--- src/rtl/core/dve_pkg.sv ---
// ----------------------------------------------------------------------------
// Delta varint encoder package
// Item kind codes, stream constants and the control and status structs that
// pass between the sequencer and the byte unit.
// ----------------------------------------------------------------------------
`default_nettype none

package dve_pkg;

   localparam logic [1:0] KIND_START = 2'd0;
   localparam logic [1:0] KIND_WORD  = 2'd1;
   localparam logic [1:0] KIND_TAIL  = 2'd2;

   localparam logic [7:0]  RECORD_MARK  = 8'd5;
   localparam logic [63:0] SMALL_RECORD = 64'd8;
   localparam logic [3:0]  WORD_BYTES   = 4'd8;
   localparam logic [3:0]  ONE_BYTE     = 4'd1;

   typedef struct packed {
      logic        load;
      logic        shift;
      logic        raw_mode;
      logic [63:0] value;
      logic [3:0]  count;
   } unit_ctrl_type;

   typedef struct packed {
      logic [7:0] data;
      logic       last;
   } unit_stat_type;

endpackage

`default_nettype wire

--- src/rtl/core/dve_ifs.sv ---
// ----------------------------------------------------------------------------
// Delta varint encoder channels
// Valid/ready channels for input items and for encoded output bytes.
// ----------------------------------------------------------------------------
`default_nettype none

interface dve_req_if;
   logic        valid;
   logic        ready;
   logic [1:0]  kind;
   logic [63:0] item_data;

   modport source (output valid, output kind, output item_data, input ready);
   modport sink   (input valid, input kind, input item_data, output ready);
endinterface

interface dve_rsp_if;
   logic       valid;
   logic       ready;
   logic [7:0] out_byte;
   logic       last_of_run;

   modport source (output valid, output out_byte, output last_of_run, input ready);
   modport sink   (input valid, input out_byte, input last_of_run, output ready);
endinterface

`default_nettype wire

--- src/rtl/core/delta_varint_encoder.sv ---
// ----------------------------------------------------------------------------
// Delta varint encoder
// Encodes records as a marker, a varint size, varint word deltas and raw
// tail bytes, one output byte per cycle while the output is not stalled.
// ----------------------------------------------------------------------------
// The first output byte is valid in the cycle after the input is taken. An
// item yields 0 to 11 bytes, none for an unused kind or a start below
// SMALL_RECORD, whose words then pass raw. No new item is taken until the
// last byte of the current one is out. Synchronous reset clears the sequencer,
// the previous word, the first-word flag and the pass-through flag.
`default_nettype none

module delta_varint_encoder
   import dve_pkg::*;
(
   input  wire logic clock,
   input  wire logic reset,
   dve_req_if.sink   req_ch,
   dve_rsp_if.source rsp_ch
);

   localparam logic [1:0] ST_IDLE = 2'd0;
   localparam logic [1:0] ST_MARK = 2'd1;
   localparam logic [1:0] ST_EMIT = 2'd2;

   logic [1:0]    state_ff, state_in;
   logic [63:0]   prev_ff, prev_in;
   logic          have_first_ff, have_first_in;
   logic          pass_ff, pass_in;
   logic          req_fire, rsp_fire;
   unit_ctrl_type ctrl;
   unit_stat_type stat;

   assign req_fire      = req_ch.valid && req_ch.ready;
   assign rsp_fire      = rsp_ch.valid && rsp_ch.ready;
   assign req_ch.ready  = (state_ff == ST_IDLE);
   assign rsp_ch.valid  = (state_ff == ST_MARK) || (state_ff == ST_EMIT);
   assign rsp_ch.out_byte    = (state_ff == ST_MARK) ? RECORD_MARK : stat.data;
   assign rsp_ch.last_of_run = (state_ff == ST_MARK) ? 1'b0 : stat.last;

   always_comb begin
      state_in      = state_ff;
      prev_in       = prev_ff;
      have_first_in = have_first_ff;
      pass_in       = pass_ff;
      ctrl.load     = 1'b0;
      ctrl.shift    = 1'b0;
      ctrl.raw_mode = 1'b0;
      ctrl.value    = req_ch.item_data;
      ctrl.count    = WORD_BYTES;
      case (state_ff)
         ST_IDLE: begin
            if (req_fire) begin
               case (req_ch.kind)
                  KIND_START: begin
                     prev_in       = '0;
                     have_first_in = 1'b0;
                     pass_in       = (req_ch.item_data < SMALL_RECORD);
                     ctrl.load     = 1'b1;
                     if (req_ch.item_data >= SMALL_RECORD) begin
                        state_in = ST_MARK;
                     end
                  end
                  KIND_WORD: begin
                     ctrl.load = 1'b1;
                     state_in  = ST_EMIT;
                     if (pass_ff) begin
                        ctrl.raw_mode = 1'b1;
                     end else begin
                        if (have_first_ff) begin
                           ctrl.value = req_ch.item_data - prev_ff;
                        end
                        prev_in       = req_ch.item_data;
                        have_first_in = 1'b1;
                     end
                  end
                  KIND_TAIL: begin
                     ctrl.load     = 1'b1;
                     ctrl.raw_mode = 1'b1;
                     ctrl.count    = ONE_BYTE;
                     state_in      = ST_EMIT;
                  end
                  default: begin
                     state_in = ST_IDLE;
                  end
               endcase
            end
         end
         ST_MARK: begin
            if (rsp_fire) begin
               state_in = ST_EMIT;
            end
         end
         ST_EMIT: begin
            if (rsp_fire) begin
               ctrl.shift = 1'b1;
               if (stat.last) begin
                  state_in = ST_IDLE;
               end
            end
         end
         default: begin
            state_in = ST_IDLE;
         end
      endcase
   end

   always_ff @(posedge clock) begin
      if (reset) begin
         state_ff      <= ST_IDLE;
         prev_ff       <= '0;
         have_first_ff <= 1'b0;
         pass_ff       <= 1'b0;
      end else begin
         state_ff      <= state_in;
         prev_ff       <= prev_in;
         have_first_ff <= have_first_in;
         pass_ff       <= pass_in;
      end
   end

   dve_byte_unit u_byte_unit (
      .clock (clock),
      .ctrl  (ctrl),
      .stat  (stat)
   );

endmodule

`default_nettype wire

--- src/rtl/core/dve_byte_unit.sv ---
// ----------------------------------------------------------------------------
// Delta varint encoder byte unit
// Holds the value being emitted and peels off one byte per step, either as
// a seven-bit LEB128 group or as a raw byte with a down counter.
// ----------------------------------------------------------------------------
`default_nettype none

module dve_byte_unit
   import dve_pkg::*;
(
   input  wire logic          clock,
   input  wire unit_ctrl_type ctrl,
   output unit_stat_type      stat
);

   logic [63:0] value_ff, value_in;
   logic [3:0]  count_ff, count_in;
   logic        raw_ff, raw_in;
   logic        more;

   assign more = |value_ff[63:7];

   always_comb begin
      value_in = value_ff;
      count_in = count_ff;
      raw_in   = raw_ff;
      if (ctrl.load) begin
         value_in = ctrl.value;
         count_in = ctrl.count;
         raw_in   = ctrl.raw_mode;
      end else if (ctrl.shift) begin
         if (raw_ff) begin
            value_in = {8'd0, value_ff[63:8]};
            count_in = count_ff - ONE_BYTE;
         end else begin
            value_in = {7'd0, value_ff[63:7]};
         end
      end
   end

   always_comb begin
      if (raw_ff) begin
         stat.data = value_ff[7:0];
         stat.last = (count_ff == ONE_BYTE);
      end else begin
         stat.data = {more, value_ff[6:0]};
         stat.last = !more;
      end
   end

   always_ff @(posedge clock) begin
      value_ff <= value_in;
      count_ff <= count_in;
      raw_ff   <= raw_in;
   end

endmodule

`default_nettype wire
--- src/flat_wrapper.sv ---
// flat-port wrapper written by rule: the top's interface ports become plain ports
module delta_varint_encoder_flat import dve_pkg::*;
  (clock, reset, req_ch_valid, req_ch_kind, req_ch_item_data, req_ch_ready, rsp_ch_valid, rsp_ch_out_byte, rsp_ch_last_of_run, rsp_ch_ready);
  dve_req_if req_ch_i ();
  dve_rsp_if rsp_ch_i ();
  input  wire logic clock;
  input  wire logic reset;
  input wire logic [$bits(req_ch_i.valid)-1:0] req_ch_valid;
  input wire logic [$bits(req_ch_i.kind)-1:0] req_ch_kind;
  input wire logic [$bits(req_ch_i.item_data)-1:0] req_ch_item_data;
  output wire logic [$bits(req_ch_i.ready)-1:0] req_ch_ready;
  output wire logic [$bits(rsp_ch_i.valid)-1:0] rsp_ch_valid;
  output wire logic [$bits(rsp_ch_i.out_byte)-1:0] rsp_ch_out_byte;
  output wire logic [$bits(rsp_ch_i.last_of_run)-1:0] rsp_ch_last_of_run;
  input wire logic [$bits(rsp_ch_i.ready)-1:0] rsp_ch_ready;
  assign req_ch_i.valid = req_ch_valid;
  assign req_ch_i.kind = req_ch_kind;
  assign req_ch_i.item_data = req_ch_item_data;
  assign req_ch_ready = req_ch_i.ready;
  assign rsp_ch_valid = rsp_ch_i.valid;
  assign rsp_ch_out_byte = rsp_ch_i.out_byte;
  assign rsp_ch_last_of_run = rsp_ch_i.last_of_run;
  assign rsp_ch_i.ready = rsp_ch_ready;
  delta_varint_encoder u_core (.clock(clock), .reset(reset), .req_ch(req_ch_i), .rsp_ch(rsp_ch_i));
endmodule
--- config.mk ---
export PLATFORM = sky130hd
export DESIGN_NAME = delta_varint_encoder_flat
export DESIGN_NICKNAME = d
export VERILOG_FILES = /design/src/rtl/core/dve_pkg.sv /design/src/rtl/core/dve_ifs.sv /design/src/rtl/core/delta_varint_encoder.sv /design/src/rtl/core/dve_byte_unit.sv /design/src/flat_wrapper.sv
export SDC_FILE = /design/constraint.sdc
export NUM_CORES = 1
export LEC_CHECK = 0
export BUFFER_PORTS_ARGS = -buffer_cell sky130_fd_sc_hd__buf_2
export CAP_MARGIN = 20
export CORE_AREA = 2 2 211 109
export CTS_BUF_LIST = sky130_fd_sc_hd__clkbuf_4
export CTS_CLUSTER_DIAMETER = 50
export CTS_CLUSTER_SIZE = 16
export DETAILED_ROUTE_END_ITERATION = 6
export DIE_AREA = 0 0 213 111
export GPL_ROUTABILITY_DRIVEN = 0
export PLACE_DENSITY = 0.67
export SYNTH_ARGS = -nofsm -noshare
export SYNTH_HDL_FRONTEND = slang
export SYNTH_SLANG_ARGS = --single-unit
--- constraint.sdc ---
create_clock -name clock -period 7.2 [get_ports clock]
set_input_delay 0.72 -clock clock [delete_from_list [all_inputs] [get_ports clock]]
set_output_delay 0.72 -clock clock [all_outputs]
set_load 0.005 [all_outputs]
# == Word-level counts from Yosys, hierarchy flattened ==
# Index checks and enable logic that the tools add are counted.
# word_totals
input_bits,70
n_memories,0
latchBits,0
rom_bits,0
reg_bits,137
ramBits,0
# op_classes
eq_ne,11
magnitude_cmp,2
n_reduce_logical,17
n_mul,0
n_addsub,2
div_mod_pow,0
mux,33
n_bitwise,0
shift,0
# op_table
op,count
$mux 64,6
$mux 68,2
$pmux 64 s2,1
$ge 64x4->1 const B,1
$lt 64x4->1 const B,1
$sub 64x64->64,1
$mux 57,1
$reduce_or 57->1,1
$mux 4,4
$mux 2,5
$mux 9,1
$mux 1,8
$mux 8,1
$ne 2x1->1 const B,3
$pmux 2 s3,1
$reduce_bool 2->1,3
$reduce_and 5->1,1
$eq 2x1->1 const B,2
$eq 2x2->1 const B,2
$eq 4x1->1 const B,1
$logic_not 2->1,2
$ne 2x2->1 const B,2
$pmux 1 s2,2
$pmux 2 s2,1
10 further kinds,12

# == Longest topological paths before layout ==
# logic_depth
ltp_word,7
mapped_depth,13
depth_no_buf,13

# == Hierarchy ==
# From an unflattened synthesis, not the netlist that was laid out.
# hier_totals
cells_unflattened,1391
hier_area_um2,10979.3
# by_module_without_submodules
module,cells_per_inst,area_each_um2,seq_area_each_um2,instances
delta_varint_encoder,1077,7389.6,1361.3,1
dve_byte_unit,314,3589.7,2072.0,1

# == Least setup slack after synthesis ==
# OpenSTA, ideal clock, no wires.
# synth_path
path_type,reg-to-reg
start,register u_core.state_ff[0]
end,"register u_core.u_byte_unit.count_ff[0], enable pin"
stages_incl_launch_ff,10
period_less_slack_ns,3.577
slack_ns,3.623
arrival_time_ns,3.267
cell_sequence,dfxtp_1 inv_1 ha_1 clkbuf_1 nand2_1 or2_2 clkbuf_1 clkbuf_1 nand2_1 o21a_1
# synth_via
word_cells_on_any_way,13
# synth_rtl
item,line_no,text
from (decl),delta_varint_encoder.sv:26,"logic [1:0] state_ff, state_in;"
from (signal assigned),delta_varint_encoder.sv:115,state_ff <= state_in;
$logic_not 2->1 (*),delta_varint_encoder.sv:36,assign req_ch.ready = (state_ff == ST_IDLE);
named net req_ch_ready,flat_wrapper.sv:11,output wire logic [$bits(req_ch_i.ready)-1:0] req_ch_ready;
$logic_and 1x1->1,delta_varint_encoder.sv:34,assign req_fire = req_ch.valid && req_ch.ready;
$mux 1,delta_varint_encoder.sv:53,if (req_fire) begin
$mux 1 (*),delta_varint_encoder.sv:51,case (state_ff)
$reduce_bool 2->1 (no source line),n/a,
$reduce_and 2->1 (no source line) (*),n/a,
to (signal assigned),dve_byte_unit.sv:53,count_ff <= count_in;
to (decl),dve_byte_unit.sv:17,"logic [3:0] count_ff, count_in;"
# Mark *: on every way through the listed nets, which the timed path passes. The rest lies on a longest branch.
# A chain may end at the register's enable or synchronous reset.

# == Final worst setup path ==
# layout_path
start,register u_core.state_ff[0]
end,"register u_core.u_byte_unit.count_ff[3], enable pin"
# layout_via
elab_chain_cells,7
word_cells_on_any_way,13
# layout_lines
item,line_no,text
$eq 2x1->1 / $eq 2x2->1 (equally long branches),"delta_varint_encoder.sv:37, delta_varint_encoder.sv:51",
$logic_or 1x1->1,delta_varint_encoder.sv:37,assign rsp_ch.valid = (state_ff == ST_MARK) || (state_ff == ST_EMIT);
$logic_and 1x1->1,delta_varint_encoder.sv:35,assign rsp_fire = rsp_ch.valid && rsp_ch.ready;
$mux 1,delta_varint_encoder.sv:95,if (rsp_fire) begin
$mux 1,delta_varint_encoder.sv:51,
$reduce_bool 2->1 (no source line),n/a,
$reduce_and 2->1 (no source line) (*),n/a,
# Mark *: on every way between the ends. The rest lies on a longest branch, timed or not.

==> summary.md <==
| Metric | Value |
|---|---|
| Share of layout cells above drive strength 1 | `12.6%` |
| Clock Skew | `0.0407 ns` |
| Mean number of vias per cell | `6.34` |
| Cell count after synthesis | `1266` |
| Post-synthesis sequential area ratio | `31.8%` |
| Initial antenna violation count | `0` |
| Slew headroom | `35.3%` |
| Max Freq | `0.273 GHz` |
| Initial DRT Pass Iterations | `6` |
| Power per cell area | `256 nW/um^2` |
| Data arrival, critical path | `3.99 ns` |
| Endpoint of the worst hold path | `u_core.prev_ff[0]` |
| Skew-Pair Late Insertion Delay | `0.62 ns` |
| Die X | `213 um` |
| Global-route wire length before repair | `53200 um` |
| Post-CTS sizing | `0` |
| Endpoints failing setup | `0` |
| Total track usage | `29.2%` |
| Setup slack after placement | `3.23 ns` |
| Post-route setup slack | `3.53 ns` |
| Main synth FF type | `edfxtp_1` |
| Setup CP Type | `reg -> reg` |
| # IOs | `81` |
| RSZ-0062 raised after global routing | `false` |
| DR WL met2 | `11900 um` |
| Most instantiated cells after synthesis | `nor2_1 (116), a21oi_1 (108), inv_1 (87)` |
| CP endpoint kind | `flop` |
| Worst hold path type | `in -> reg` |
| Drc violations | `0` |
| Worst hold start | `req_ch_item_data[0]` |
| Area growth syn-to-layout | `7.15%` |
| Fin. Hold Viols | `0` |
| Antenna-violating nets left | `0` |
| Final HPWL DP | `25500 um` |
| Max layer used | `met4` |
| Yosys top cell area share | `19.2%` |
| Fin nets | `1441` |
| Critical-path cell list | `inv_1 > ha_1 > nand2_1 > or2_2 > nand2_2 > buf_4 > o21a_1` |
| Fillcell total | `2148` |
| Reg2Reg Launch Point | `u_core.state_ff[0]` |
| Initial drt markers | `1469` |
| Synth top area cells | `edfxtp_1 (19%), dfxtp_1 (13%), ha_1 (8.3%)` |
| Slew @ Worst Pin | `0.966 ns` |
| Period utilization | `50.9%` |
| CP delay by family, top | `simple AND/OR/NAND/NOR gates` |
| Max-slew violations | `0` |
| Setup TNS | `0 ns` |
| Status | `complete, no violations` |
| Row cnt | `39` |
| Netlist cell types | `91` |
| Max-cap violations | `0` |
| Vias in the first global route | `9113` |
| CP max stage delay | `0.71 ns` |
| Routed length per instance | `21.2 um` |
| Worst reg2reg path endpoint | `u_core.u_byte_unit.count_ff[3]` |
| Met1 WL | `17400 um` |
| H-tree levels | `4` |
| Most common cell in the netlist | `nor2_1` |
| Largest net degree at the start of global routing | `87` |
| Chip height | `111 um` |
| Area leader, netlist | `edfxtp_1` |
| Pleak | `4.27 nW` |
| Vias | `10300` |
| Crit path time final | `3.67 ns` |
| Clock Pin Slew Worst Setup and Hold Paths | `0.13 ns` |
| Syn Area/Cell | `8.53 um^2` |
| Core ar. | `22100 um^2` |
| Peak VDD IR | `146 uV` |
| CP startpoint kind | `flop` |
| Crit path max-delay cell type | `nand2_2` |
| Clock Path Buffers | `2` |
| Yosys warns | `0` |
| Register-to-register setup slack | `3.53 ns` |
| WP data required | `7.52 ns` |
| Setup Fix Bufs, Post-CTS | `0` |
| I/O Buffers | `80` |
| CTS sink cnt | `137` |
| Worst hold stages | `3` |
| Clock root cell | `clkbuf_4` |
| Max Fanout on Critical Path | `35` |
| Overall routed net length | `34300 um` |
| CTS tree | `built` |
| Ant. Diodes | `0` |
| Overflow after GRT | `0` |
| Final core utilization | `52.3%` |
| Wire length on met3 | `4810 um` |
| Bufs and invs on worst path | `2` |
| Syn Nets | `1409` |
| Post-CTS Hold Buffers | `0` |
| Die ar. | `23600 um^2` |
| Starting Density | `48.8%` |
| Post-Synthesis Cell Area | `10800 um^2` |
| Register bit total from synthesis | `137` |
| Total clock buffers created by CTS | `17` |
| Reg2Reg Depth | `7` |
| Async set-reset flop share out of synthesis | `0%` |
| Number of flops mapped to enable cells by yosys | `69` |
-- cell type report --
| cell class | instances | area, um^2 | area share [%] |
|---|---|---|---|
| clock inverter | 13 | 144 | 1.24 |
| timing repair buffer | 89 | 468 | 4.04 |
| inverter | 87 | 327 | 2.82 |
| multi-input combinational | 966 | 6670 | 57.7 |
| tap | 307 | 384 | 3.32 |
| clock buffer | 19 | 143 | 1.23 |
| sequential | 137 | 3430 | 29.7 |
-- registers in the layout, indices dropped and copies added, names as in the netlist --
signal                       flops
u_core.pass_ff                   1
u_core.u_byte_unit.count_ff      4
u_core.prev_ff                  64
u_core.state_ff                  2
u_core.u_byte_unit.value_ff     64
u_core.u_byte_unit.raw_ff        1
u_core.have_first_ff             1
-- per-stage QoR --
step	power, mW	instances	area, um^2	hold WS (ns)
floorplan	2.04	1266	10800	0.475
global placement	2.37	1586	11300	0.487
detailed placement	2.39	1586	11300	0.497
CTS	2.94	1618	11600	0.334
global route	3.14	1618	11600	0.379
finish	2.97	1618	11600	0.393
-- worst register-to-register path, delay by kind of cell (launching register included) --
kind / cells / cell delay [ns]
buffers and inverters: 2 / 0.66
flip-flops: 1 / 0.34
AND/OR/NAND/NOR: 3 / 1.72
AO/OA/AOI/OAI: 1 / 0.32
adder cells (fa/ha/maj): 1 / 0.34
-- cell families (layout without fill, tap and decap cells) --
| logic type | Yosys count | in the layout | synth area share [%] |
|---|---|---|---|
| AOI/OAI and AO/OA | 440 | 440 | 27.5 |
| and+or+nand+nor | 341 | 341 | 15.7 |
| buffers and inverters | 163 | 208 | 6.62 |
| DFF | 137 | 137 | 31.8 |
| adders and majority gates | 73 | 73 | 8.53 |
| xor gates and xnor gates | 57 | 57 | 4.62 |
| muxes | 55 | 55 | 5.21 |
-- placed cells by master, fill, tap and decap left out, types with 62 or more instances in the layout --
cell      count
inv_1        86
a22oi_1      65
dfxtp_1      68
a21oi_1     108
nor2_1      116
ha_1         72
edfxtp_1     69
o21ai_0      71
buf_2        80
nand2_1      62
-- where the power goes --
group	internal (mW)	total, mW	switching [mW]	leakage [nW]
Clock	0.216	0.546	0.331	0.146
Combinational	0.453	1.22	0.764	2.92
Sequential	1.08	1.20	0.126	1.20
Total	1.75	2.97	1.22	4.27
-- worst max path at each step --
stage	start	end	slack [ns]	cells after the start
finish	u_core.state_ff[0]	u_core.u_byte_unit.count_ff[3]	3.53	7
global route	u_core.state_ff[0]	u_core.u_byte_unit.count_ff[3]	3.32	7
CTS	u_core.state_ff[0]	u_core.u_byte_unit.count_ff[3]	3.55	7
detailed placement	req_ch_item_data[0]	u_core.u_byte_unit.value_ff[38]	3.23	14
global placement	req_ch_item_data[0]	u_core.u_byte_unit.value_ff[38]	3.33	14
floorplan	u_core.state_ff[0]	u_core.u_byte_unit.count_ff[0]	3.62	9
-- per-layer routing --
metal / track usage, % / vias to the layer above
met5: 0 / -
met3: 9.89 / 23
met1: 49.8 / 4830
met4: 4.57 / 0
met2: 33.5 / 592
li1: - / 4810
Note: power is estimated with default switching activity, not from simulation.
